<file path="src/design/pcf_pkg.sv">
`default_nettype none

package pcf_pkg;

   localparam int LEN_WIDTH  = 31;
   localparam int TYPE_WIDTH = 32;
   localparam int BYTE_WIDTH = 8;
   localparam int CRC_WIDTH  = 32;
   localparam int STEP_WIDTH = 4;

   localparam logic [CRC_WIDTH-1:0] CRC_POLY = 32'hEDB88320;
   localparam logic [CRC_WIDTH-1:0] CRC_ONES = 32'hFFFFFFFF;

   localparam logic CMD_BEGIN = 1'b0;
   localparam logic CMD_DATA  = 1'b1;

   // Output byte positions within one queued operation.
   localparam logic [STEP_WIDTH-1:0] STEP_TYPE_FIRST = 4'd4;
   localparam logic [STEP_WIDTH-1:0] STEP_CRC_FIRST  = 4'd8;
   localparam logic [STEP_WIDTH-1:0] STEP_BEGIN_LAST = 4'd7;
   localparam logic [STEP_WIDTH-1:0] STEP_EMPTY_LAST = 4'd11;
   localparam logic [STEP_WIDTH-1:0] STEP_DATA_LAST  = 4'd4;

   localparam int QUEUE_DEPTH     = 4;
   localparam int QUEUE_PTR_WIDTH = $clog2(QUEUE_DEPTH);
   localparam int QUEUE_CNT_WIDTH = $clog2(QUEUE_DEPTH + 1);

   typedef enum logic [2:0] {
      OP_ERROR       = 3'd0,
      OP_BEGIN       = 3'd1,
      OP_BEGIN_EMPTY = 3'd2,
      OP_DATA        = 3'd3,
      OP_DATA_LAST   = 3'd4
   } pcf_op_type;

   typedef struct packed {
      pcf_op_type                  op;
      logic [LEN_WIDTH-1:0]        chunk_length;
      logic [TYPE_WIDTH-1:0]       chunk_type;
      logic [BYTE_WIDTH-1:0]       data_byte;
   } pcf_entry_type;

   // One entry of the reflected CRC-32 byte table.
   function automatic logic [CRC_WIDTH-1:0] crc_table(input logic [BYTE_WIDTH-1:0] idx);
      logic [CRC_WIDTH-1:0] c;
      c = {{(CRC_WIDTH-BYTE_WIDTH){1'b0}}, idx};
      for (int k = 0; k < BYTE_WIDTH; k++) begin
         c = c[0] ? (CRC_POLY ^ (c >> 1)) : (c >> 1);
      end
      return c;
   endfunction

   function automatic logic [CRC_WIDTH-1:0] crc_fold(input logic [CRC_WIDTH-1:0] c,
                                                    input logic [BYTE_WIDTH-1:0] b);
      return (c >> BYTE_WIDTH) ^ crc_table(c[BYTE_WIDTH-1:0] ^ b);
   endfunction

   // Big-endian byte select: index 0 is bits 31..24.
   function automatic logic [BYTE_WIDTH-1:0] be_byte(input logic [31:0] w,
                                                    input logic [1:0] idx);
      logic [BYTE_WIDTH-1:0] b;
      case (idx)
         2'd0:    b = w[31:24];
         2'd1:    b = w[23:16];
         2'd2:    b = w[15:8];
         default: b = w[7:0];
      endcase
      return b;
   endfunction

endpackage

`default_nettype wire

</file>
<file path="src/design/pcf_req_if.sv">
`default_nettype none

interface pcf_req_if
   import pcf_pkg::*;
();
   logic                  valid;
   logic                  ready;
   logic                  cmd;
   logic [LEN_WIDTH-1:0]  chunk_length;
   logic [TYPE_WIDTH-1:0] chunk_type;
   logic [BYTE_WIDTH-1:0] data_byte;

   modport source (output valid, output cmd, output chunk_length, output chunk_type,
                   output data_byte, input ready);
   modport sink (input valid, input cmd, input chunk_length, input chunk_type,
                 input data_byte, output ready);
endinterface

`default_nettype wire

</file>
<file path="src/design/pcf_rsp_if.sv">
`default_nettype none

interface pcf_rsp_if
   import pcf_pkg::*;
();
   logic                  valid;
   logic                  ready;
   logic [BYTE_WIDTH-1:0] out_byte;
   logic                  chunk_end;
   logic                  error;

   modport source (output valid, output out_byte, output chunk_end, output error,
                   input ready);
   modport sink (input valid, input out_byte, input chunk_end, input error,
                 output ready);
endinterface

`default_nettype wire

</file>
<file path="src/design/pcf_front.sv">
`default_nettype none

module pcf_front
   import pcf_pkg::*;
(
   input  wire logic     clock,
   input  wire logic     reset,
   pcf_req_if.sink       req_chan,
   input  wire logic     q_ready,
   output pcf_entry_type q_entry,
   output logic          q_push
);

   logic                 chunk_open_ff, chunk_open_in;
   logic [LEN_WIDTH-1:0] bytes_owed_ff, bytes_owed_in;
   logic                 accept;

   assign req_chan.ready = q_ready;
   assign accept         = req_chan.valid && q_ready;
   assign q_push         = accept;

   always_comb begin
      chunk_open_in          = chunk_open_ff;
      bytes_owed_in          = bytes_owed_ff;
      q_entry.op             = OP_ERROR;
      q_entry.chunk_length   = req_chan.chunk_length;
      q_entry.chunk_type     = req_chan.chunk_type;
      q_entry.data_byte      = req_chan.data_byte;
      if (req_chan.cmd == CMD_BEGIN) begin
         if (!chunk_open_ff) begin
            if (req_chan.chunk_length == '0) begin
               q_entry.op = OP_BEGIN_EMPTY;
            end else begin
               q_entry.op    = OP_BEGIN;
               chunk_open_in = 1'b1;
               bytes_owed_in = req_chan.chunk_length;
            end
         end
      end else if (chunk_open_ff) begin
         bytes_owed_in = bytes_owed_ff - LEN_WIDTH'(1);
         if (bytes_owed_ff == LEN_WIDTH'(1)) begin
            q_entry.op    = OP_DATA_LAST;
            chunk_open_in = 1'b0;
         end else begin
            q_entry.op = OP_DATA;
         end
      end
   end

   always_ff @(posedge clock) begin
      if (reset) begin
         chunk_open_ff <= 1'b0;
         bytes_owed_ff <= '0;
      end else if (accept) begin
         chunk_open_ff <= chunk_open_in;
         bytes_owed_ff <= bytes_owed_in;
      end
   end

endmodule

`default_nettype wire

</file>
<file path="src/design/pcf_queue.sv">
`default_nettype none

module pcf_queue
   import pcf_pkg::*;
(
   input  wire logic          clock,
   input  wire logic          reset,
   input  wire logic          push,
   input  wire pcf_entry_type push_entry,
   output logic               push_ready,
   input  wire logic          pop,
   output pcf_entry_type      head_entry,
   output logic               head_valid
);

   pcf_entry_type              slot_ff [QUEUE_DEPTH];
   logic [QUEUE_PTR_WIDTH-1:0] wr_ptr_ff, rd_ptr_ff;
   logic [QUEUE_CNT_WIDTH-1:0] count_ff, count_in;

   assign push_ready = (count_ff != QUEUE_CNT_WIDTH'(QUEUE_DEPTH));
   assign head_valid = (count_ff != '0);
   assign head_entry = slot_ff[rd_ptr_ff];

   always_comb begin
      count_in = count_ff;
      if (push && !pop) begin
         count_in = count_ff + QUEUE_CNT_WIDTH'(1);
      end else if (pop && !push) begin
         count_in = count_ff - QUEUE_CNT_WIDTH'(1);
      end
   end

   always_ff @(posedge clock) begin
      if (reset) begin
         wr_ptr_ff <= '0;
         rd_ptr_ff <= '0;
         count_ff  <= '0;
      end else begin
         count_ff <= count_in;
         if (push) begin
            wr_ptr_ff <= wr_ptr_ff + QUEUE_PTR_WIDTH'(1);
         end
         if (pop) begin
            rd_ptr_ff <= rd_ptr_ff + QUEUE_PTR_WIDTH'(1);
         end
      end
   end

   always_ff @(posedge clock) begin
      if (push) begin
         slot_ff[wr_ptr_ff] <= push_entry;
      end
   end

endmodule

`default_nettype wire

</file>
<file path="src/design/pcf_back.sv">
`default_nettype none

module pcf_back
   import pcf_pkg::*;
(
   input  wire logic          clock,
   input  wire logic          reset,
   input  wire pcf_entry_type head_entry,
   input  wire logic          head_valid,
   output logic               pop,
   pcf_rsp_if.source          rsp_chan
);

   logic                  busy_ff, busy_in;
   logic [STEP_WIDTH-1:0] step_ff, step_in;
   pcf_op_type            op_ff;
   logic [LEN_WIDTH-1:0]  len_ff;
   logic [TYPE_WIDTH-1:0] type_ff;
   logic [CRC_WIDTH-1:0]  crc_ff, crc_in;

   logic                  out_valid_ff;
   logic [BYTE_WIDTH-1:0] out_byte_ff;
   logic                  chunk_end_ff;
   logic                  error_ff;

   pcf_op_type            cur_op;
   logic [LEN_WIDTH-1:0]  cur_len;
   logic [TYPE_WIDTH-1:0] cur_type;
   logic [STEP_WIDTH-1:0] cur_step;
   logic [1:0]            step_m1;
   logic                  cur_valid, out_load, advance, is_last;
   logic [BYTE_WIDTH-1:0] byte_sel;
   logic                  end_sel, err_sel, fold_en;
   logic [BYTE_WIDTH-1:0] fold_byte;
   logic [CRC_WIDTH-1:0]  fold_src, crc_out;

   assign cur_op    = busy_ff ? op_ff   : head_entry.op;
   assign cur_len   = busy_ff ? len_ff  : head_entry.chunk_length;
   assign cur_type  = busy_ff ? type_ff : head_entry.chunk_type;
   assign cur_step  = busy_ff ? step_ff : '0;
   assign step_m1   = cur_step[1:0] - 2'd1;
   assign cur_valid = busy_ff || head_valid;
   assign out_load  = !out_valid_ff || rsp_chan.ready;
   assign advance   = out_load && cur_valid;
   assign pop       = advance && !busy_ff;
   assign crc_out   = crc_ff ^ CRC_ONES;

   always_comb begin
      byte_sel  = '0;
      end_sel   = 1'b0;
      err_sel   = 1'b0;
      is_last   = 1'b1;
      fold_en   = 1'b0;
      fold_byte = '0;
      fold_src  = crc_ff;
      case (cur_op)
         OP_BEGIN, OP_BEGIN_EMPTY: begin
            if (cur_step < STEP_TYPE_FIRST) begin
               byte_sel = be_byte({1'b0, cur_len}, cur_step[1:0]);
            end else if (cur_step < STEP_CRC_FIRST) begin
               byte_sel  = be_byte(cur_type, cur_step[1:0]);
               fold_en   = 1'b1;
               fold_byte = byte_sel;
               // The first type byte restarts the CRC from all ones.
               if (cur_step == STEP_TYPE_FIRST) begin
                  fold_src = CRC_ONES;
               end
            end else begin
               byte_sel = be_byte(crc_out, cur_step[1:0]);
            end
            if (cur_op == OP_BEGIN) begin
               is_last = (cur_step == STEP_BEGIN_LAST);
            end else begin
               is_last = (cur_step == STEP_EMPTY_LAST);
               end_sel = is_last;
            end
         end
         OP_DATA, OP_DATA_LAST: begin
            if (cur_step == '0) begin
               byte_sel  = head_entry.data_byte;
               fold_en   = 1'b1;
               fold_byte = head_entry.data_byte;
            end else begin
               byte_sel = be_byte(crc_out, step_m1);
            end
            if (cur_op == OP_DATA_LAST) begin
               is_last = (cur_step == STEP_DATA_LAST);
               end_sel = is_last;
            end
         end
         default: begin
            err_sel = 1'b1;
         end
      endcase
      crc_in = fold_en ? crc_fold(fold_src, fold_byte) : crc_ff;
   end

   always_comb begin
      busy_in = busy_ff;
      step_in = step_ff;
      if (advance) begin
         busy_in = !is_last;
         step_in = cur_step + STEP_WIDTH'(1);
      end
   end

   always_ff @(posedge clock) begin
      if (reset) begin
         busy_ff      <= 1'b0;
         out_valid_ff <= 1'b0;
      end else begin
         busy_ff <= busy_in;
         if (out_load) begin
            out_valid_ff <= cur_valid;
         end
      end
   end

   always_ff @(posedge clock) begin
      step_ff <= step_in;
      if (advance) begin
         crc_ff       <= crc_in;
         out_byte_ff  <= byte_sel;
         chunk_end_ff <= end_sel;
         error_ff     <= err_sel;
      end
      if (pop) begin
         op_ff   <= head_entry.op;
         len_ff  <= head_entry.chunk_length;
         type_ff <= head_entry.chunk_type;
      end
   end

   assign rsp_chan.valid     = out_valid_ff;
   assign rsp_chan.out_byte  = out_byte_ff;
   assign rsp_chan.chunk_end = chunk_end_ff;
   assign rsp_chan.error     = error_ff;

endmodule

`default_nettype wire

</file>
<file path="src/design/png_chunk_crc_framer.sv">
`default_nettype none

// Channel   Dir  Handshake          Payload
// req_chan  in   valid / ready      cmd, chunk_length, chunk_type, data_byte
// rsp_chan  out  valid / ready      out_byte, chunk_end, error
//
// A data transaction gives one byte, or five when it closes the chunk; a begin gives
// eight bytes, or twelve for an empty chunk; an out of sequence transaction gives one
// error byte. The rate is set by the output sequencer, which emits one byte per cycle
// while work is queued and rsp_chan accepts; each type or data byte takes one CRC lookup.
// Reset clears the chunk state, the queue and the output register; the CRC is seeded
// by every begin. Either side may stall on its own behind the four-entry queue.

module png_chunk_crc_framer
   import pcf_pkg::*;
(
   input  wire logic clock,
   input  wire logic reset,
   pcf_req_if.sink   req_chan,
   pcf_rsp_if.source rsp_chan
);

   // The front end tracks whether a chunk is open and how many data bytes it still
   // owes, so each incoming transaction is classified the cycle it arrives.
   pcf_entry_type push_entry;
   pcf_entry_type head_entry;
   logic          push;
   logic          push_ready;
   logic          head_valid;
   logic          pop;

   pcf_front u_front (
      .clock    (clock),
      .reset    (reset),
      .req_chan (req_chan),
      .q_ready  (push_ready),
      .q_entry  (push_entry),
      .q_push   (push)
   );

   // The queue decouples classification from byte emission, so new transactions keep
   // arriving while a multi-byte header or trailer is still being sent.
   pcf_queue u_queue (
      .clock      (clock),
      .reset      (reset),
      .push       (push),
      .push_entry (push_entry),
      .push_ready (push_ready),
      .pop        (pop),
      .head_entry (head_entry),
      .head_valid (head_valid)
   );

   // The back end walks each queued operation byte by byte, folding the type and
   // data bytes into the CRC and appending the complemented CRC big-endian.
   pcf_back u_back (
      .clock      (clock),
      .reset      (reset),
      .head_entry (head_entry),
      .head_valid (head_valid),
      .pop        (pop),
      .rsp_chan   (rsp_chan)
   );

endmodule

`default_nettype wire

</file>
<file path="src/flat_wrapper.sv">
// flat-port wrapper written by rule: the top's interface ports become plain ports
module png_chunk_crc_framer_flat import pcf_pkg::*;
  (clock, reset, req_chan_valid, req_chan_cmd, req_chan_chunk_length, req_chan_chunk_type, req_chan_data_byte, req_chan_ready, rsp_chan_valid, rsp_chan_out_byte, rsp_chan_chunk_end, rsp_chan_error, rsp_chan_ready);
  pcf_req_if req_chan_i ();
  pcf_rsp_if rsp_chan_i ();
  input  wire logic clock;
  input  wire logic reset;
  input wire logic [$bits(req_chan_i.valid)-1:0] req_chan_valid;
  input wire logic [$bits(req_chan_i.cmd)-1:0] req_chan_cmd;
  input wire logic [$bits(req_chan_i.chunk_length)-1:0] req_chan_chunk_length;
  input wire logic [$bits(req_chan_i.chunk_type)-1:0] req_chan_chunk_type;
  input wire logic [$bits(req_chan_i.data_byte)-1:0] req_chan_data_byte;
  output wire logic [$bits(req_chan_i.ready)-1:0] req_chan_ready;
  output wire logic [$bits(rsp_chan_i.valid)-1:0] rsp_chan_valid;
  output wire logic [$bits(rsp_chan_i.out_byte)-1:0] rsp_chan_out_byte;
  output wire logic [$bits(rsp_chan_i.chunk_end)-1:0] rsp_chan_chunk_end;
  output wire logic [$bits(rsp_chan_i.error)-1:0] rsp_chan_error;
  input wire logic [$bits(rsp_chan_i.ready)-1:0] rsp_chan_ready;
  assign req_chan_i.valid = req_chan_valid;
  assign req_chan_i.cmd = req_chan_cmd;
  assign req_chan_i.chunk_length = req_chan_chunk_length;
  assign req_chan_i.chunk_type = req_chan_chunk_type;
  assign req_chan_i.data_byte = req_chan_data_byte;
  assign req_chan_ready = req_chan_i.ready;
  assign rsp_chan_valid = rsp_chan_i.valid;
  assign rsp_chan_out_byte = rsp_chan_i.out_byte;
  assign rsp_chan_chunk_end = rsp_chan_i.chunk_end;
  assign rsp_chan_error = rsp_chan_i.error;
  assign rsp_chan_i.ready = rsp_chan_ready;
  png_chunk_crc_framer u_core (.clock(clock), .reset(reset), .req_chan(req_chan_i), .rsp_chan(rsp_chan_i));
endmodule
</file>
<file path="config.mk">
export PLATFORM = sky130hd
export DESIGN_NAME = png_chunk_crc_framer_flat
export DESIGN_NICKNAME = d
export VERILOG_FILES = /design/src/design/pcf_pkg.sv /design/src/design/pcf_req_if.sv /design/src/design/pcf_rsp_if.sv /design/src/design/pcf_front.sv /design/src/design/pcf_queue.sv /design/src/design/pcf_back.sv /design/src/design/png_chunk_crc_framer.sv /design/src/flat_wrapper.sv
export SDC_FILE = /design/constraint.sdc
export NUM_CORES = 1
export LEC_CHECK = 0
export ABC_AREA = 1
export BUFFER_PORTS_ARGS = -buffer_cell sky130_fd_sc_hd__buf_2
export CAP_MARGIN = 15
export CORE_MARGIN = 1
export CORE_UTILIZATION = 60
export DETAILED_ROUTE_END_ITERATION = 12
export PLACE_DENSITY_LB_ADDON = 0.3
export SLEW_MARGIN = 20
export SYNTH_ARGS = -nofsm -noshare
export SYNTH_HDL_FRONTEND = slang
export SYNTH_SLANG_ARGS = --single-unit
</file>
<file path="constraint.sdc">
create_clock -name clock -period 5.8 [get_ports clock]
set_input_delay 0 -clock clock [delete_from_list [all_inputs] [get_ports clock]]
set_output_delay 0 -clock clock [all_outputs]
set_load 0.03 [all_outputs]
</file>
## Word-level counts from Yosys, hierarchy flattened

Memories as Yosys holds them, arrays and structs flattened. A register that Yosys moved wholly into a read port is not among the register bits.
Cells that the tools add are included.

- Add/sub/neg operators: 7
- $lt $le $gt $ge: 2
- Equality and inequality tests: 16
- Multiplexer cells: 59
- Bitwise operators: 11
- Reduce and logical (&&, ||, !) cells: 23

Operator list:

| cell | number |
|---|---|
| two-way mux 32 bit | 13 |
| two-way mux 31 bit | 5 |
| inverter 13 -> 14 bit | 7 |
| case mux 8 bit (3 select lines) | 4 |
| two-way mux 8 bit | 6 |
| inverter 32 bit | 1 |
| case mux 8 bit (2 select lines) | 2 |
| XOR 24 x 32 -> 32 bit | 1 |
| == test 31 x 1 -> 1 bit, second input constant | 1 |
| logical NOT 31 bit | 1 |
| subtractor 31 x 1 -> 31 bit, second input constant | 1 |
| two-way mux 3 bit | 6 |
| two-way mux 1 bit | 15 |
| inverter 1 -> 14 bit | 1 |
| == test 4 x 3 -> 1 bit, second input constant | 2 |
| two-way mux 2 bit | 4 |
| XOR 8 bit | 1 |
| == test 3 x 2 -> 1 bit, second input constant | 2 |
| case mux 1 bit (2 select lines) | 3 |
| logical AND 1 bit | 5 |
| logical NOT 1 bit | 5 |
| adder 2 x 1 -> 2 bit, second input constant | 2 |
| adder 4 x 1 -> 4 bit, second input constant | 1 |
| == test 2 x 1 -> 1 bit, second input constant | 2 |
| 22 further kinds | 27 |

- Flip-flop bits (word level): 153
- Memory bits (writable): 296
- Bits of input ports: 76
- Output and inout port bits: 12
- Logic and storage cells: 134
- Memories: 1

Memory list:

| name | depth | bits a word | read ports | clocked after memory_dff | write ports | RTL line | text |
|---|---|---|---|---|---|---|---|
| u_core.u_queue.slot_ff | 4 | 74 | 1 | 1 | 1 | pcf_queue.sv:16 | `pcf_entry_type slot_ff [QUEUE_DEPTH];` |

## Longest topological paths before layout

Gate-level depths: netlist (run 1).

- Depth in word-level cells: 24
- Gate-level depth with buffers: 23
- Mapped depth without buffers: 22

## By module

A second synthesis (run 1) with hierarchy kept.

- Cells, all modules: 2,103
- Area, all modules: 21,396.8 um2

Modules (own cells, without submodules):

| module | instances | cells an instance | area each (um2) | sequential area each (um2) |
|---|---|---|---|---|
| pcf_queue | 1 | 775 | 11,405.9 | 9,068.7 |
| pcf_back | 1 | 718 | 6,597.6 | 3,403.3 |
| pcf_front | 1 | 610 | 3,393.3 | 640.6 |

## Worst setup path after synthesis (run 1)

Ideal clock, no wire load.

- Path kind: register to register
- Start: reg u_core.u_queue.count_ff[0]
- End: mem u_core.u_queue.slot_ff[0][0] in the netlist's numbering, enable pin
- Setup time: 0.507 ns
- Arrival: 4.032 ns
- Required time: 5.293 ns
- Path slack: 1.261 ns
- Cell stages (with the launch flop): 5
- Buffers on the path: 0
- Clock period less this slack: 4.539 ns
- Path through: dfxtp_1 -> nor2_1 -> nand2_1 -> nand2_1 -> nor2_1

- Word-level cells in the longest chain between the ends: 4

RTL lines:

| what | RTL line | text |
|---|---|---|
| start: declaration | pcf_queue.sv:18 | `logic [QUEUE_CNT_WIDTH-1:0] count_ff, count_in;` |
| start signal: assignment | pcf_queue.sv:39 | `count_ff <= count_in;` |
| != test 3 bit | pcf_queue.sv:20 | `assign push_ready = (count_ff != QUEUE_CNT_WIDTH'(QUEUE_DEPTH));` |
| named net req_chan_ready | flat_wrapper.sv:13 | `output wire logic [$bits(req_chan_i.ready)-1:0] req_chan_ready;` |
| logical AND 1 bit | pcf_front.sv:19 | `assign accept = req_chan.valid && q_ready;` |
| two-way mux 1 bit | pcf_queue.sv:50 | `if (push) begin` |
| two-way mux 1 bit (not written as such) | pcf_queue.sv:51 | `slot_ff[wr_ptr_ff] <= push_entry;` |
| end: declaration | pcf_queue.sv:16 |  |

The timed path passes the listed nets, and every way through them passes these cells.

## Worst setup path in the final report (run 1)

- Start: reg u_core.u_back.busy_ff
- End: reg u_core.u_back.crc_ff[23] (data pin)

- Word-level cells in the longest chain between the ends: 21
- Elaborated cells on any way between the ends: 41
- Classes of those cells: order compare: 2; eq/ne: 7; mux: 20; bitwise: 8; reduce/logical: 4

RTL lines:

| what | RTL line | text |
|---|---|---|
| start: declaration | pcf_back.sv:14 | `logic busy_ff, busy_in;` |
| start signal: assignment | pcf_back.sv:112 | `busy_ff <= busy_in;` |
| two-way mux 4 bit | pcf_back.sv:40 | `assign cur_step = busy_ff ? step_ff : '0;` |
| == test 2 bit, or another cell as far along | pcf_pkg.sv:62 | `case (idx)` |
| case mux 8 bit (3 select lines) / two-way mux 32 bit (equally long branches) | pcf_pkg.sv:62, pcf_back.sv:65 |  |
| two-way mux 8 bit / two-way mux 32 bit (equally long branches) | pcf_back.sv:60 | `end else if (cur_step < STEP_CRC_FIRST) begin` |
| two-way mux 8 bit / two-way mux 32 bit (equally long branches) | pcf_back.sv:58 | `if (cur_step < STEP_TYPE_FIRST) begin` |
| case mux 8 bit (2 select lines) / two-way mux 32 bit (equally long branches) | pcf_back.sv:56 | `case (cur_op)` |
| XOR 8 bit | pcf_pkg.sv:55 | `return (c >> BYTE_WIDTH) ^ crc_table(c[BYTE_WIDTH-1:0] ^ b);` |
| two-way mux 32 bit | pcf_pkg.sv:48 | `c = c[0] ? (CRC_POLY ^ (c >> 1)) : (c >> 1);` |
| [4 not listed] | - |  |
| two-way mux 32 bit | pcf_pkg.sv:48 |  |
| inverter 13 -> 14 bit (no source line) | - |  |
| two-way mux 32 bit (2 in a row) | pcf_pkg.sv:48 |  |
| inverter 13 -> 14 bit (no source line) | - |  |
| two-way mux 32 bit | pcf_pkg.sv:48 |  |
| inverter 13 -> 14 bit (no source line) | - |  |
| two-way mux 32 bit | pcf_pkg.sv:48 |  |
| XOR 24 x 32 -> 32 bit (*) | pcf_pkg.sv:55 |  |
| end signal: assignment | pcf_back.sv:122 | `crc_ff <= crc_in;` |
| end: declaration | pcf_back.sv:19 | `logic [CRC_WIDTH-1:0] crc_ff, crc_in;` |

Every way passes the cells marked *; elsewhere a longest branch is shown, timed or not.
A chain may end at the register's enable or synchronous reset.

==> results.md, run 1 <==
* Slew @ Worst Pin at 1107 ps
* Worst VDD drop at 0.0003237 V
* Count of cell types in the netlist at 51
* DR iter-0 viols at 1530
* Total CTS buffers at 44
* R2r endpoint: u_core.u_back.crc_ff[23]$_DFFE_PP_
* EDFF count, synth at 408
* Kind of critical path: reg -> reg
* Min cycle time layout at 4238 ps
* Mapped Avg Cell Area at 10.80 um^2
* Antenna viol nets, final at 0
* Fmax at between 0.2 and 0.25 GHz
* Final Wtd Congestion at just under 1
* Setup TNS at 0 ps
* DRC violations left at 0
* Core area at 32620 um^2
* Crit share post-route at 0.7307
* Total power per unit cell area at between 500 and 600 nW/um^2
* Synth area leader: edfxtp_1
* FF-to-FF setup slack at 1560 ps
* Slowest CP cell: dfxtp_1
* Yosys warns at 0
* R2r startpoint: u_core.u_back.busy_ff$_SDFFE_PP0P_
* Total die area at 34010 um^2
* FF+latch count, synth at 451
* CP cell instances: nand2_1 -> nor2_1 -> inv_2 -> nor2_1 -> nor2_1 -> nand2_1 -> nor2_1 -> nand2_1 -> nand2_1 -> nand2_1 -> nand2_1 -> nand2_1 -> nand2_1 -> inv_1 -> nand2_1 -> nand2_1 -> nand2_1 -> nand3b_1 -> nand2_1
* Initial antenna violation count at 0
* Drt first pass iters at 5
* Post-DP HPWL at 31260 um
* Asr flop ratio synth at 0
* Row count at 66
* CTS tree: yes
* Final setup viols at 0
* Io pins at 88
* Slew headroom at 0.2619
* Worst reg-to-reg path cell count at 19
* Post-Synthesis Cells at 1849
* Hold path endpoint: u_core.u_front.bytes_owed_ff[9]$_SDFFE_PP0P_
* Reg clk slew, reported paths at 70 ps
* CTS resizes at 0
* Required time of the critical path at just over 6000 ps
* Vias/cell at 5.913
* Hold WS at 21.05 ps
* Worst setup SP type: flip-flop
* Part of the power in registers at 0.378
* HP Start: req_chan_cmd
* Arr. time, crit path at 4550 ps
* Status: finished clean
* Post-DP Area at 20730 um^2
* GRT overflow at 0
* Primary FF master, synth: edfxtp_1
* Initial Util at 0.6122
* Die Wd at 184.4 um
* Final Routed Wirelength at slightly above 50000 um
* Most Frequent Cell on Critical Path: nand2_1
* H-tree levels at 2
* Synth top area share at 0.6136
* Top-count cell post-synth: edfxtp_1
* CP max FO at 27
* Syn Nets at 1933
* Antenna Cells at 0
* IO Port Bufs at between 80 and 90
* First-pass GRT wire length at approximately 77000 um
* WHS Path Cells at 3
* Internal power at approximately 0.0082 W
* Fin. Hold Viols at 0
* Worst path max stage delay at about 900 ps
* Psw at about 0.0055 W
* Post-synth top cells: 408 x edfxtp_1, 308 x nand2_1, 241 x nor2_1
* Layout area overhead at 14.89%
* Hold Crit Class: in -> reg
* Setup Skew at ~20 ps
* Setup crit end kind: flip-flop
* Total GRT Usage at 0.3005
* Register area share after synthesis at 0.6567
* Unrepaired setup endpoints after global routing: false
* Area contributors post-synth: edfxtp_1 61%, nand2_1 5.8%, o21ai_0 5.4%, nor2_1 4.5%, dfxtp_1 4.3%
* DIE HEIGHT at 184.4 um
* CTS sink cnt at 451
* Post-layout instance area at 22940 um^2
* Via count at approximately 15000
* Wire length per cell at 20.47 um
* Post-layout net count at approximately 2100
* Clock Latency Late Sink at 560 ps
* Number of global-route vias before repair at 13815
* Slew Limit Fails at 0
* Max Cap Viol at 0
* Leakage at 8.712 nW
* Clock power frac at 0.213
* Root buf cell: clkbuf_16
* Largest net degree at the start of global routing at 111
* Longest Clk Path Bufs at 3
* Combinational Power Share at 0.409
* Switching Share at 0.4023
* Netlist Area Pre-Place at 19970 um^2
* Share of cells above drive strength 1 at 0.1181
metrics by stage:
| stage | power (W) | setup slack [ps] | cells | utilization |
|---|---|---|---|---|
| after floorplan | 0.009166 | 1261 | 1849 | - |
| after global placement | 0.01064 | 1860 | 2306 | 0.6355 |
| after global routing | 0.01457 | 1168 | 2458 | 0.7033 |
| after CTS | 0.01374 | 1661 | 2458 | 0.7033 |
| after detailed placement | 0.01079 | 1722 | 2306 | 0.6355 |
| final | 0.01375 | 1562 | 2458 | 0.7033 |
power groups by stage:
| stage | sequential (W) | combinational, W | clock (W) |
|---|---|---|---|
| floorplan | 0.00513 | 0.00404 | 0 |
| global placement | 0.00524 | 0.00540 | 0 |
| detailed placement | 0.00524 | 0.00555 | 0 |
| CTS | 0.00519 | 0.00559 | 0.00296 |
| global route | 0.00525 | 0.00623 | 0.00308 |
| finish | 0.00520 | 0.00562 | 0.00294 |
flip-flops by register name, indices dropped and copies added (netlist names), named ones only:
name	count
u_core.u_queue.wr_ptr_ff	2
u_core.u_back.op_ff	3
u_core.u_back.rsp_chan.chunk_end	1
u_core.u_front.bytes_owed_ff	31
u_core.u_back.len_ff	31
u_core.u_back.rsp_chan.error	1
u_core.u_back.rsp_chan.valid	1
u_core.u_queue.slot_ff	296
u_core.u_front.chunk_open_ff	1
u_core.u_queue.rd_ptr_ff	2
u_core.u_back.type_ff	32
u_core.u_back.crc_ff	32
u_core.u_back.busy_ff	1
u_core.u_back.step_ff	4
u_core.u_back.rsp_chan.out_byte	8
u_core.u_queue.count_ff	3
cell usage in the layout, fill, tap and decap left out, types with 41 or more instances in the layout:
master and n:
o22ai_1 64, nand2_1 308, inv_1 114, nor2_1 237
dlygate4sd3_1 74, clkbuf_16 44, nand3_1 79, o21ai_0 215
a21oi_1 57, dfxtp_1 41, buf_2 87, edfxtp_1 408
routing by layer:
metal  track usage  share of wire
met1        0.4223           0.42
met2        0.4933           0.49
met3       0.03478          0.070
met4       0.09300          0.026
met5             0              0
layout make-up:
cell class              instances  area, um^2
fillers                      2270        9677
clock buffers                  55        1152
well taps                     442       553.0
multi-input cells            1186        6043
repair buffers                174        1274
flip-flops and latches        451       13120
clock inverters                23       320.3
inverters                     127       481.7
cells by family after synthesis:
logic type	synth area share
AO/OA/AOI/OAI	0.1110
XOR/XNOR	0.02688
adder cells (fa/ha/maj)	0.005389
buffers and inverters	0.04248
flip-flops	0.6567
AND/OR/NAND/NOR	0.1576
timing repair:
| item | in CTS | in global routing |
|---|---|---|
| setup buffers | 0 | 0 |
| hold buffers | 74 | 0 |
| hold endpoints to repair | 317 | 0 |
worst max-delay path: cells and delay by family, from the launching register on:
kind / cells / cell delay [ps]
simple gates: 17 / 2500
buf+inv: 2 / 560
flops: 1 / 900
worst max path at each step:
stage	start	end	slack, ps
after floorplan	u_core.u_queue.count_ff[0]$_SDFFE_PP0P_	u_core.u_queue.slot_ff[0][0]$_DFFE_PP_	1260
after global placement	u_core.u_back.busy_ff$_SDFFE_PP0P_	u_core.u_back.crc_ff[24]$_DFFE_PP_	1860
after detailed placement	u_core.u_back.busy_ff$_SDFFE_PP0P_	u_core.u_back.crc_ff[23]$_DFFE_PP_	1720
after CTS	u_core.u_back.busy_ff$_SDFFE_PP0P_	u_core.u_back.crc_ff[23]$_DFFE_PP_	1660
after global routing	u_core.u_back.busy_ff$_SDFFE_PP0P_	u_core.u_back.crc_ff[23]$_DFFE_PP_	1170
final	u_core.u_back.busy_ff$_SDFFE_PP0P_	u_core.u_back.crc_ff[23]$_DFFE_PP_	1560
No activity file was read; power rests on OpenSTA's default activity.
==> run 2, diff against run 1 <==
==> constraint.sdc (replaced) <==
create_clock -name clock -period 4.3 [get_ports clock]
set_input_delay 0 -clock clock [delete_from_list [all_inputs] [get_ports clock]]
set_output_delay 0 -clock clock [all_outputs]
set_load 0.03 [all_outputs]
==> run 2 against run 1 <==
Fmax increased by 15%. Combinational power increased by 38%. Final area grew 0.64%.
==> results.md, run 2 (synthesis gave the netlist of run 1 again) <==
* Post-DP HPWL at 31090 um (-0.55%)
* CTS tree: yes
* Worst path max stage delay at 600 ps (-300 ps)
* HP Start: req_chan_valid
* Top reg by flops: u_core.u_queue.slot_ff
* Worst reg-to-reg path cell count at 19 (unchanged)
* Clock Latency Late Sink at 570 ps (about the same)
* Worst VDD drop at 0.0004687 V (+45%)
* Row count at 66 (unchanged)
* Initial Util at 0.6122 (unchanged)
* Final setup margin at 625.4 ps (-936.5 ps)
* Clock power frac at 0.215 (+0.002)
* Final Routed Wirelength at 50690 um (+0.74%)
* Fill count at 2293 (+1.0%)
* Reg clk slew, reported paths at 60 ps (about the same)
* Fin. Hold Viols at 0 (unchanged)
* Max reg flops at 296 (unchanged)
* R2r endpoint: u_core.u_back.crc_ff[21]$_DFFE_PP_
* Via count at 14723 (+1.3%)
* Core occupancy in the finished layout at 0.7079 (+0.004526)
* Biggest regs: u_core.u_queue.slot_ff (296), u_core.u_back.crc_ff (32), u_core.u_back.type_ff (32)
* DRC violations left at 0 (unchanged)
* Setup crit end kind: flip-flop
* First-pass GRT wire length at 77980 um (+1.0%)
* Setup crit start: u_core.u_back.busy_ff$_SDFFE_PP0P_
* Post-layout net count at 2076 (+0.39%)
* Slew headroom at 0.3068 (+0.04489)
* Largest net degree at the start of global routing at 106 (-4.5%)
* Post-DP Area at 20830 um^2 (+0.49%)
* Final Power at 0.01868 W (+36%)
* Status: finished clean
* Setup Skew at 21.42 ps (+1.083 ps)
* Drt first pass iters at 6 (+1)
* Most Frequent Cell on Critical Path: nand2_1
* Wire length per cell at 20.52 um (+0.25%)
* Layout area overhead at 15.63%
* Longest Clk Path Bufs at 3 (unchanged)
* CP cell instances: buf_4 -> nand2_4 -> inv_1 -> nor2_2 -> nand2_2 -> a21oi_1 -> nand3_1 -> nand2_1 -> nand2_1 -> nand2_1 -> nand2_1 -> nand2_2 -> nand2_1 -> nand2_1 -> nand2_1 -> nand3_1 -> nand2_1 -> nand2_1 -> nand2_1
* Kind of critical path: reg -> reg
* Total GRT Usage at 0.3025 (+0.001948)
* Core area at 32620 um^2 (unchanged)
* Total die area at 34010 um^2 (unchanged)
* Commonest non-fill, non-tap cell in the layout: edfxtp_1
* Dpl ws at 712.9 ps (-1009 ps)
* Required time of the critical path at 4630 ps (-1480 ps)
* Antenna viol nets, final at 0 (unchanged)
* CP max FO at 15 (-44%)
* Leakage at 8.786 nW (+0.85%)
* Total CTS buffers at 44 (unchanged)
* Internal power at 0.01114 W (+36%)
* Post-CTS setup buffers at 0 (unchanged)
* H-tree levels at 2 (unchanged)
* R2r startpoint: u_core.u_back.busy_ff$_SDFFE_PP0P_
* Fmax at 0.2721 GHz (+15%)
* Io pins at 88 (unchanged)
* Worst setup endpoint: u_core.u_back.crc_ff[21]$_DFFE_PP_
* CTS sink cnt at 451 (unchanged)
* Number of global-route vias before repair at 14125 (+2.2%)
* CTS resizes at 0 (unchanged)
* Die Wd at 184.4 um (unchanged)
* Slew @ Worst Pin at 1040 ps (-67.34 ps)
* Most frequent cells in the layout: 408 x edfxtp_1, 308 x nand2_1, 237 x nor2_1, 215 x o21ai_0, 114 x inv_1
* IO Port Bufs at 87 (unchanged)
* DIE HEIGHT at 184.4 um (unchanged)
* Total power per unit cell area at 809.1 nW/um^2 (+35%)
* Arr. time, crit path at 4000 ps (-550 ps)
* Slowest CP cell: nor2_2
* Vias/cell at 5.961 (+0.82%)
* FF-to-FF setup slack at 630 ps (-940 ps)
* DR iter-0 viols at 1556 (+1.7%)
* Final Wtd Congestion at 0.9399 (-4.4%)
* Initial antenna violation count at 1 (+1)
* Worst setup SP type: flip-flop
* Slew Limit Fails at 0 (unchanged)
* Unrepaired setup endpoints after global routing: false
* Hold Crit Class: in -> reg
* Part of the power in registers at 0.371 (-0.007)
* GRT overflow at 0 (unchanged)
* Min cycle time layout at 3675 ps (-563.5 ps)
* Root buf cell: clkbuf_16
* Final setup viols at 0 (unchanged)
* Post-layout instance area at 23090 um^2 (+0.64%)
* Combinational Power Share at 0.414 (+0.005)
* Share of cells above drive strength 1 at 0.1238 (+0.005773)
* Crit share post-route at 0.8546 (+0.1238)
* Psw at 0.007538 W (+36%)
* Max Cap Viol at 0 (unchanged)
* Switching Share at 0.4035 (+0.001220)
## run 2: cell count changes in the layout (fill, tap and decap cells not counted), sizes merged
cell / change
buf: +7
clkbuf: +1
clkinv: +2
diode: +1
dlygate4sd3: +1
## run 2: repair_timing
action                     in CTS  in global routing
hold endpoints to repair      318                  0
setup endpoints to repair       0                  0
hold buffers                   75                  0
## run 2: per-stage QoR
| step | setup TNS (ps) | hold WS [ps] | instances |
|---|---|---|---|
| finish | 0 | 88.76 | 2470 |
| global route | 0 | 136.3 | 2470 |
| global placement | 0 | 209.7 | 2313 |
| detailed placement | 0 | 216.4 | 2313 |
| floorplan | -70730 | 98.87 | 1849 |
| CTS | 0 | 77.31 | 2469 |
## run 2: worst min-delay path by stage
stage / to / slack (ps) / depth (start not counted)
after floorplan: u_core.u_queue.slot_ff[0][0]$_DFFE_PP_ / 100 / 0
after global placement: u_core.u_queue.slot_ff[2][26]$_DFFE_PP_ / 210 / 1
after detailed placement: u_core.u_queue.slot_ff[3][8]$_DFFE_PP_ / 220 / 1
after CTS: u_core.u_queue.wr_ptr_ff[0]$_SDFFE_PP0P_ / 80 / 3
after global routing: u_core.u_queue.wr_ptr_ff[0]$_SDFFE_PP0P_ / 140 / 3
final: u_core.u_queue.wr_ptr_ff[0]$_SDFFE_PP0P_ / 90 / 3
## run 2: metal layers
layer	vias to the layer above	GRT usage	wire length [um]
li1	6799	-	-
met1	7056	0.4130	20780
met2	745	0.5002	24590
met3	123	0.03379	3539
met4	0	0.1170	1785
met5	-	0	0
## run 2: cell type report
type,count,area [um^2],share of cell area
repair buffers,182,1386,0.06004
clock buffers,56,1166,0.05050
inverters,127,481.7,0.02086
diodes,1,2.502,0.0001084
multi-input cells,1186,6043,0.2617
flip-flops and latches,451,13120,0.5681
well taps,442,553.0,0.02395
clock inverters,25,339.1,0.01469
## run 2: critical path, delay by kind of cell (launching register included)
kind,cells,cell delay [ps]
buffers and inverters,2,500
AOI/OAI and AO/OA,1,210
and+or+nand+nor,16,2300
DFF,1,420
## run 2: power by group through the flow
stage / registers (W) / clock network [W] / logic, W
2_1_floorplan: 0.00692 / 0 / 0.00545
3_3_place_gp: 0.00698 / 0 / 0.00741
3_5_place_dp: 0.00700 / 0 / 0.00754
4_1_cts: 0.00692 / 0.00403 / 0.00764
5_1_grt: 0.00701 / 0.00420 / 0.00852
6_report: 0.00694 / 0.00402 / 0.00773
==> run 3, diff against run 2 <==
--- a/config.mk
+++ b/config.mk
@@ -8,6 +8,7 @@
 export ABC_AREA = 1
 export BUFFER_PORTS_ARGS = -buffer_cell sky130_fd_sc_hd__buf_2
 export CAP_MARGIN = 15
+export CORE_ASPECT_RATIO = 2
 export CORE_MARGIN = 1
 export CORE_UTILIZATION = 60
 export DETAILED_ROUTE_END_ITERATION = 12
==> constraint.sdc (replaced) <==
create_clock -name clock -period 4.5 [get_ports clock]
set_input_delay 0 -clock clock [delete_from_list [all_inputs] [get_ports clock]]
set_output_delay 0 -clock clock [all_outputs]
set_load 0.03 [all_outputs]
==> run 3 against run 2 <==
Sequential cell count unchanged. Routed wire length increased by 5.9%. First-iteration DRC count decreased by 19%. Register-to-register slack improved by 50 ps. Total power decreased by 5.8%. Fmax decreased by 3.9%. Critical path depth decreased by 3. Count of clock-buffer cells in the layout decreased by 3. Non-clock buffer count increased by 2. Worst setup slack improved by 51 ps. Sequential power decreased by 4.2%. Combinational power decreased by 0.9%. Critical path type unchanged.
==> results.md, run 3 (synthesis gave the netlist of run 1 again) <==
* Status: finished clean
* First-pass GRT wire length at 80600 um (+3.4%)
* Wire length per cell at 21.90 um (+6.7%)
* Max reg flops at 296 (unchanged)
* R2r endpoint: u_core.u_back.crc_ff[20]$_DFFE_PP_
* Initial antenna violation count at 0 (-1)
* Post-layout net count at 2072 (-0.19%)
* Core area at 32810 um^2 (+0.60%)
* IO Port Bufs at 87 (unchanged)
* Worst setup SP type: flip-flop
* Largest net degree at the start of global routing at 95 (-10%)
* HP Start: req_chan_cmd
* CP cell instances: nand2_1 -> nand2_1 -> inv_1 -> nand2_2 -> a21oi_1 -> nand3_1 -> nand2_1 -> nand2_1 -> nand2_1 -> nand2_1 -> nand2_1 -> nand2_1 -> nand2_1 -> nand2_1 -> nand3b_1 -> nand2_1
* Number of global-route vias before repair at 14577 (+3.2%)
* Most frequent cells in the layout: 408 x edfxtp_1, 308 x nand2_1, 237 x nor2_1, 215 x o21ai_0, 114 x inv_1
* GRT overflow at 0 (unchanged)
* Antenna viol nets, final at 0 (unchanged)
* Total die area at 34060 um^2 (+0.13%)
* Required time of the critical path at 4800 ps (+170 ps)
* Worst reg-to-reg path cell count at 16 (-3)
* Most Frequent Cell on Critical Path: nand2_1
* Hold Crit Class: in -> reg
* Share of cells above drive strength 1 at 0.1229 (-0.0009344)
* Final Power at 0.01760 W (-5.8%)
* FF-to-FF setup slack at 680 ps (+50 ps)
* Layout area overhead at 14.32%
* Io pins at 88 (unchanged)
* Post-DP HPWL at 35890 um (+15%)
* Fmax at 0.2615 GHz (-3.9%)
* Biggest regs: u_core.u_queue.slot_ff (296), u_core.u_back.crc_ff (32), u_core.u_back.type_ff (32)
* Commonest non-fill, non-tap cell in the layout: edfxtp_1
* Initial Util at 0.6085 (-0.003641)
* Min cycle time layout at 3823 ps (+148.9 ps)
* Total GRT Usage at 0.3252 (+0.02279)
* Max Cap Viol at 0 (unchanged)
* R2r startpoint: u_core.u_back.step_ff[0]$_DFFE_PP_
* Antenna Cells at 0 (-1)
* Unrepaired setup endpoints after global routing: false
* Kind of critical path: reg -> reg
* Slew headroom at 0.3860 (+0.07923)
* Slew Limit Fails at 0 (unchanged)
* Final Wtd Congestion at 0.9864 (+4.9%)
* Total CTS buffers at 38 (-14%)
* Clock Latency Late Sink at 560 ps (about the same)
* Worst path max stage delay at 640 ps (+40 ps)
* Hold path endpoint: u_core.u_front.bytes_owed_ff[10]$_SDFFE_PP0P_
* Slowest CP cell: edfxtp_1
* WHS Path Cells at 3 (unchanged)
* H-tree levels at 2 (unchanged)
* Vias/cell at 6.051 (+1.5%)
* DRC violations left at 0 (unchanged)
* Post-DP Area at 20840 um^2 (about the same)
* Final setup viols at 0 (unchanged)
* CP max FO at 18 (+3)
* Drt first pass iters at 6 (unchanged)
* Core occupancy in the finished layout at 0.6956 (-0.01222)
* Arr. time, crit path at 4120 ps (+120 ps)
* CTS tree: yes
* DIE HEIGHT at 260.0 um (+41%)
* Leakage at 8.668 nW (-1.3%)
* Setup Skew at 20.55 ps (-0.8687 ps)
* Worst VDD drop at 0.0004967 V (+6.0%)
* Root buf cell: clkbuf_16
* Setup crit end kind: flip-flop
* Post-layout instance count excluding filler cells at 2450 (-0.81%)
* Post-layout instance area at 22830 um^2 (-1.1%)
* Reg clk slew, reported paths at 70 ps (about the same)
* Crit share post-route at 0.8497 (-0.004901)
* Die Wd at 131.0 um (-29%)
* Slew @ Worst Pin at 921.0 ps (-118.9 ps)
* Via count at 14826 (+0.70%)
* Placed cells at 2306 (-0.30%)
* Fin. Hold Viols at 0 (unchanged)
* Longest Clk Path Bufs at 3 (unchanged)
* Total power per unit cell area at 771.1 nW/um^2 (-4.7%)
* Final Routed Wirelength at 53670 um (+5.9%)
* DR iter-0 viols at 1267 (-19%)
* Top reg by flops: u_core.u_queue.slot_ff
* CTS sink cnt at 451 (unchanged)
* Row count at 94 (+42%)
* Hold WS at 23.44 ps (-65.31 ps)
-- run 3: layout make-up --
type | instances | area, um^2
tap | 432 | 540.5
multi-input combinational | 1186 | 6043
clock buffer | 53 | 1077
timing repair buffer | 184 | 1399
clock inverter | 17 | 167.7
fill | 2286 | 9987
inverter | 127 | 481.7
sequential | 451 | 13120
-- run 3: worst max-delay path, delay by kind of cell (launching register included) --
family | cells | cell delay, ps
AOI/OAI and AO/OA | 1 | 200
buffers and inverters | 1 | 450
DFF | 1 | 640
and+or+nand+nor | 14 | 2280
-- run 3: per-layer routing --
metal / up-vias / global-route usage / part of all wire
li1: 6780 / - / -
met1: 7199 / 0.3347 / 0.32
met2: 646 / 0.5813 / 0.53
met3: 201 / 0.04320 / 0.057
met4: 0 / 0.2545 / 0.088
met5: - / 0 / 0
-- run 3: timing repair --
action / 4_1_cts / 5_1_grt
hold endpoints to repair: 317 / 0
setup buffers: 0 / 0
hold buffers: 74 / 0
gates resized for setup: 0 / 0
-- run 3: worst max path at each step --
stage,startpoint,endpoint,slack [ps],cells after the start
floorplan,u_core.u_queue.count_ff[0]$_SDFFE_PP0P_,u_core.u_queue.slot_ff[0][0]$_DFFE_PP_,-40,4
global placement,u_core.u_back.step_ff[0]$_DFFE_PP_,u_core.u_back.crc_ff[20]$_DFFE_PP_,940,16
detailed placement,u_core.u_back.step_ff[0]$_DFFE_PP_,u_core.u_back.crc_ff[17]$_DFFE_PP_,860,16
CTS,u_core.u_back.busy_ff$_SDFFE_PP0P_,u_core.u_back.crc_ff[25]$_DFFE_PP_,860,15
global route,u_core.u_back.step_ff[0]$_DFFE_PP_,u_core.u_back.crc_ff[20]$_DFFE_PP_,440,16
finish,u_core.u_back.step_ff[0]$_DFFE_PP_,u_core.u_back.crc_ff[20]$_DFFE_PP_,680,16
-- run 3: stage by stage --
step,setup TNS [ps],worst slack [ps]
after global routing,0,440.9
final,0,676.5
after CTS,0,860.3
after floorplan,-11530,-38.95
after global placement,0,936.9
after detailed placement,0,864.9
-- run 3: report_power, final --
part,total [W],switching [W],leakage [nW],internal [W]
Sequential,0.00665,0.000492,4.14,0.00616
Combinational,0.00766,0.00542,3.92,0.00224
Clock,0.00329,0.00153,0.606,0.00177
Total,0.0176,0.00744,8.67,0.0102
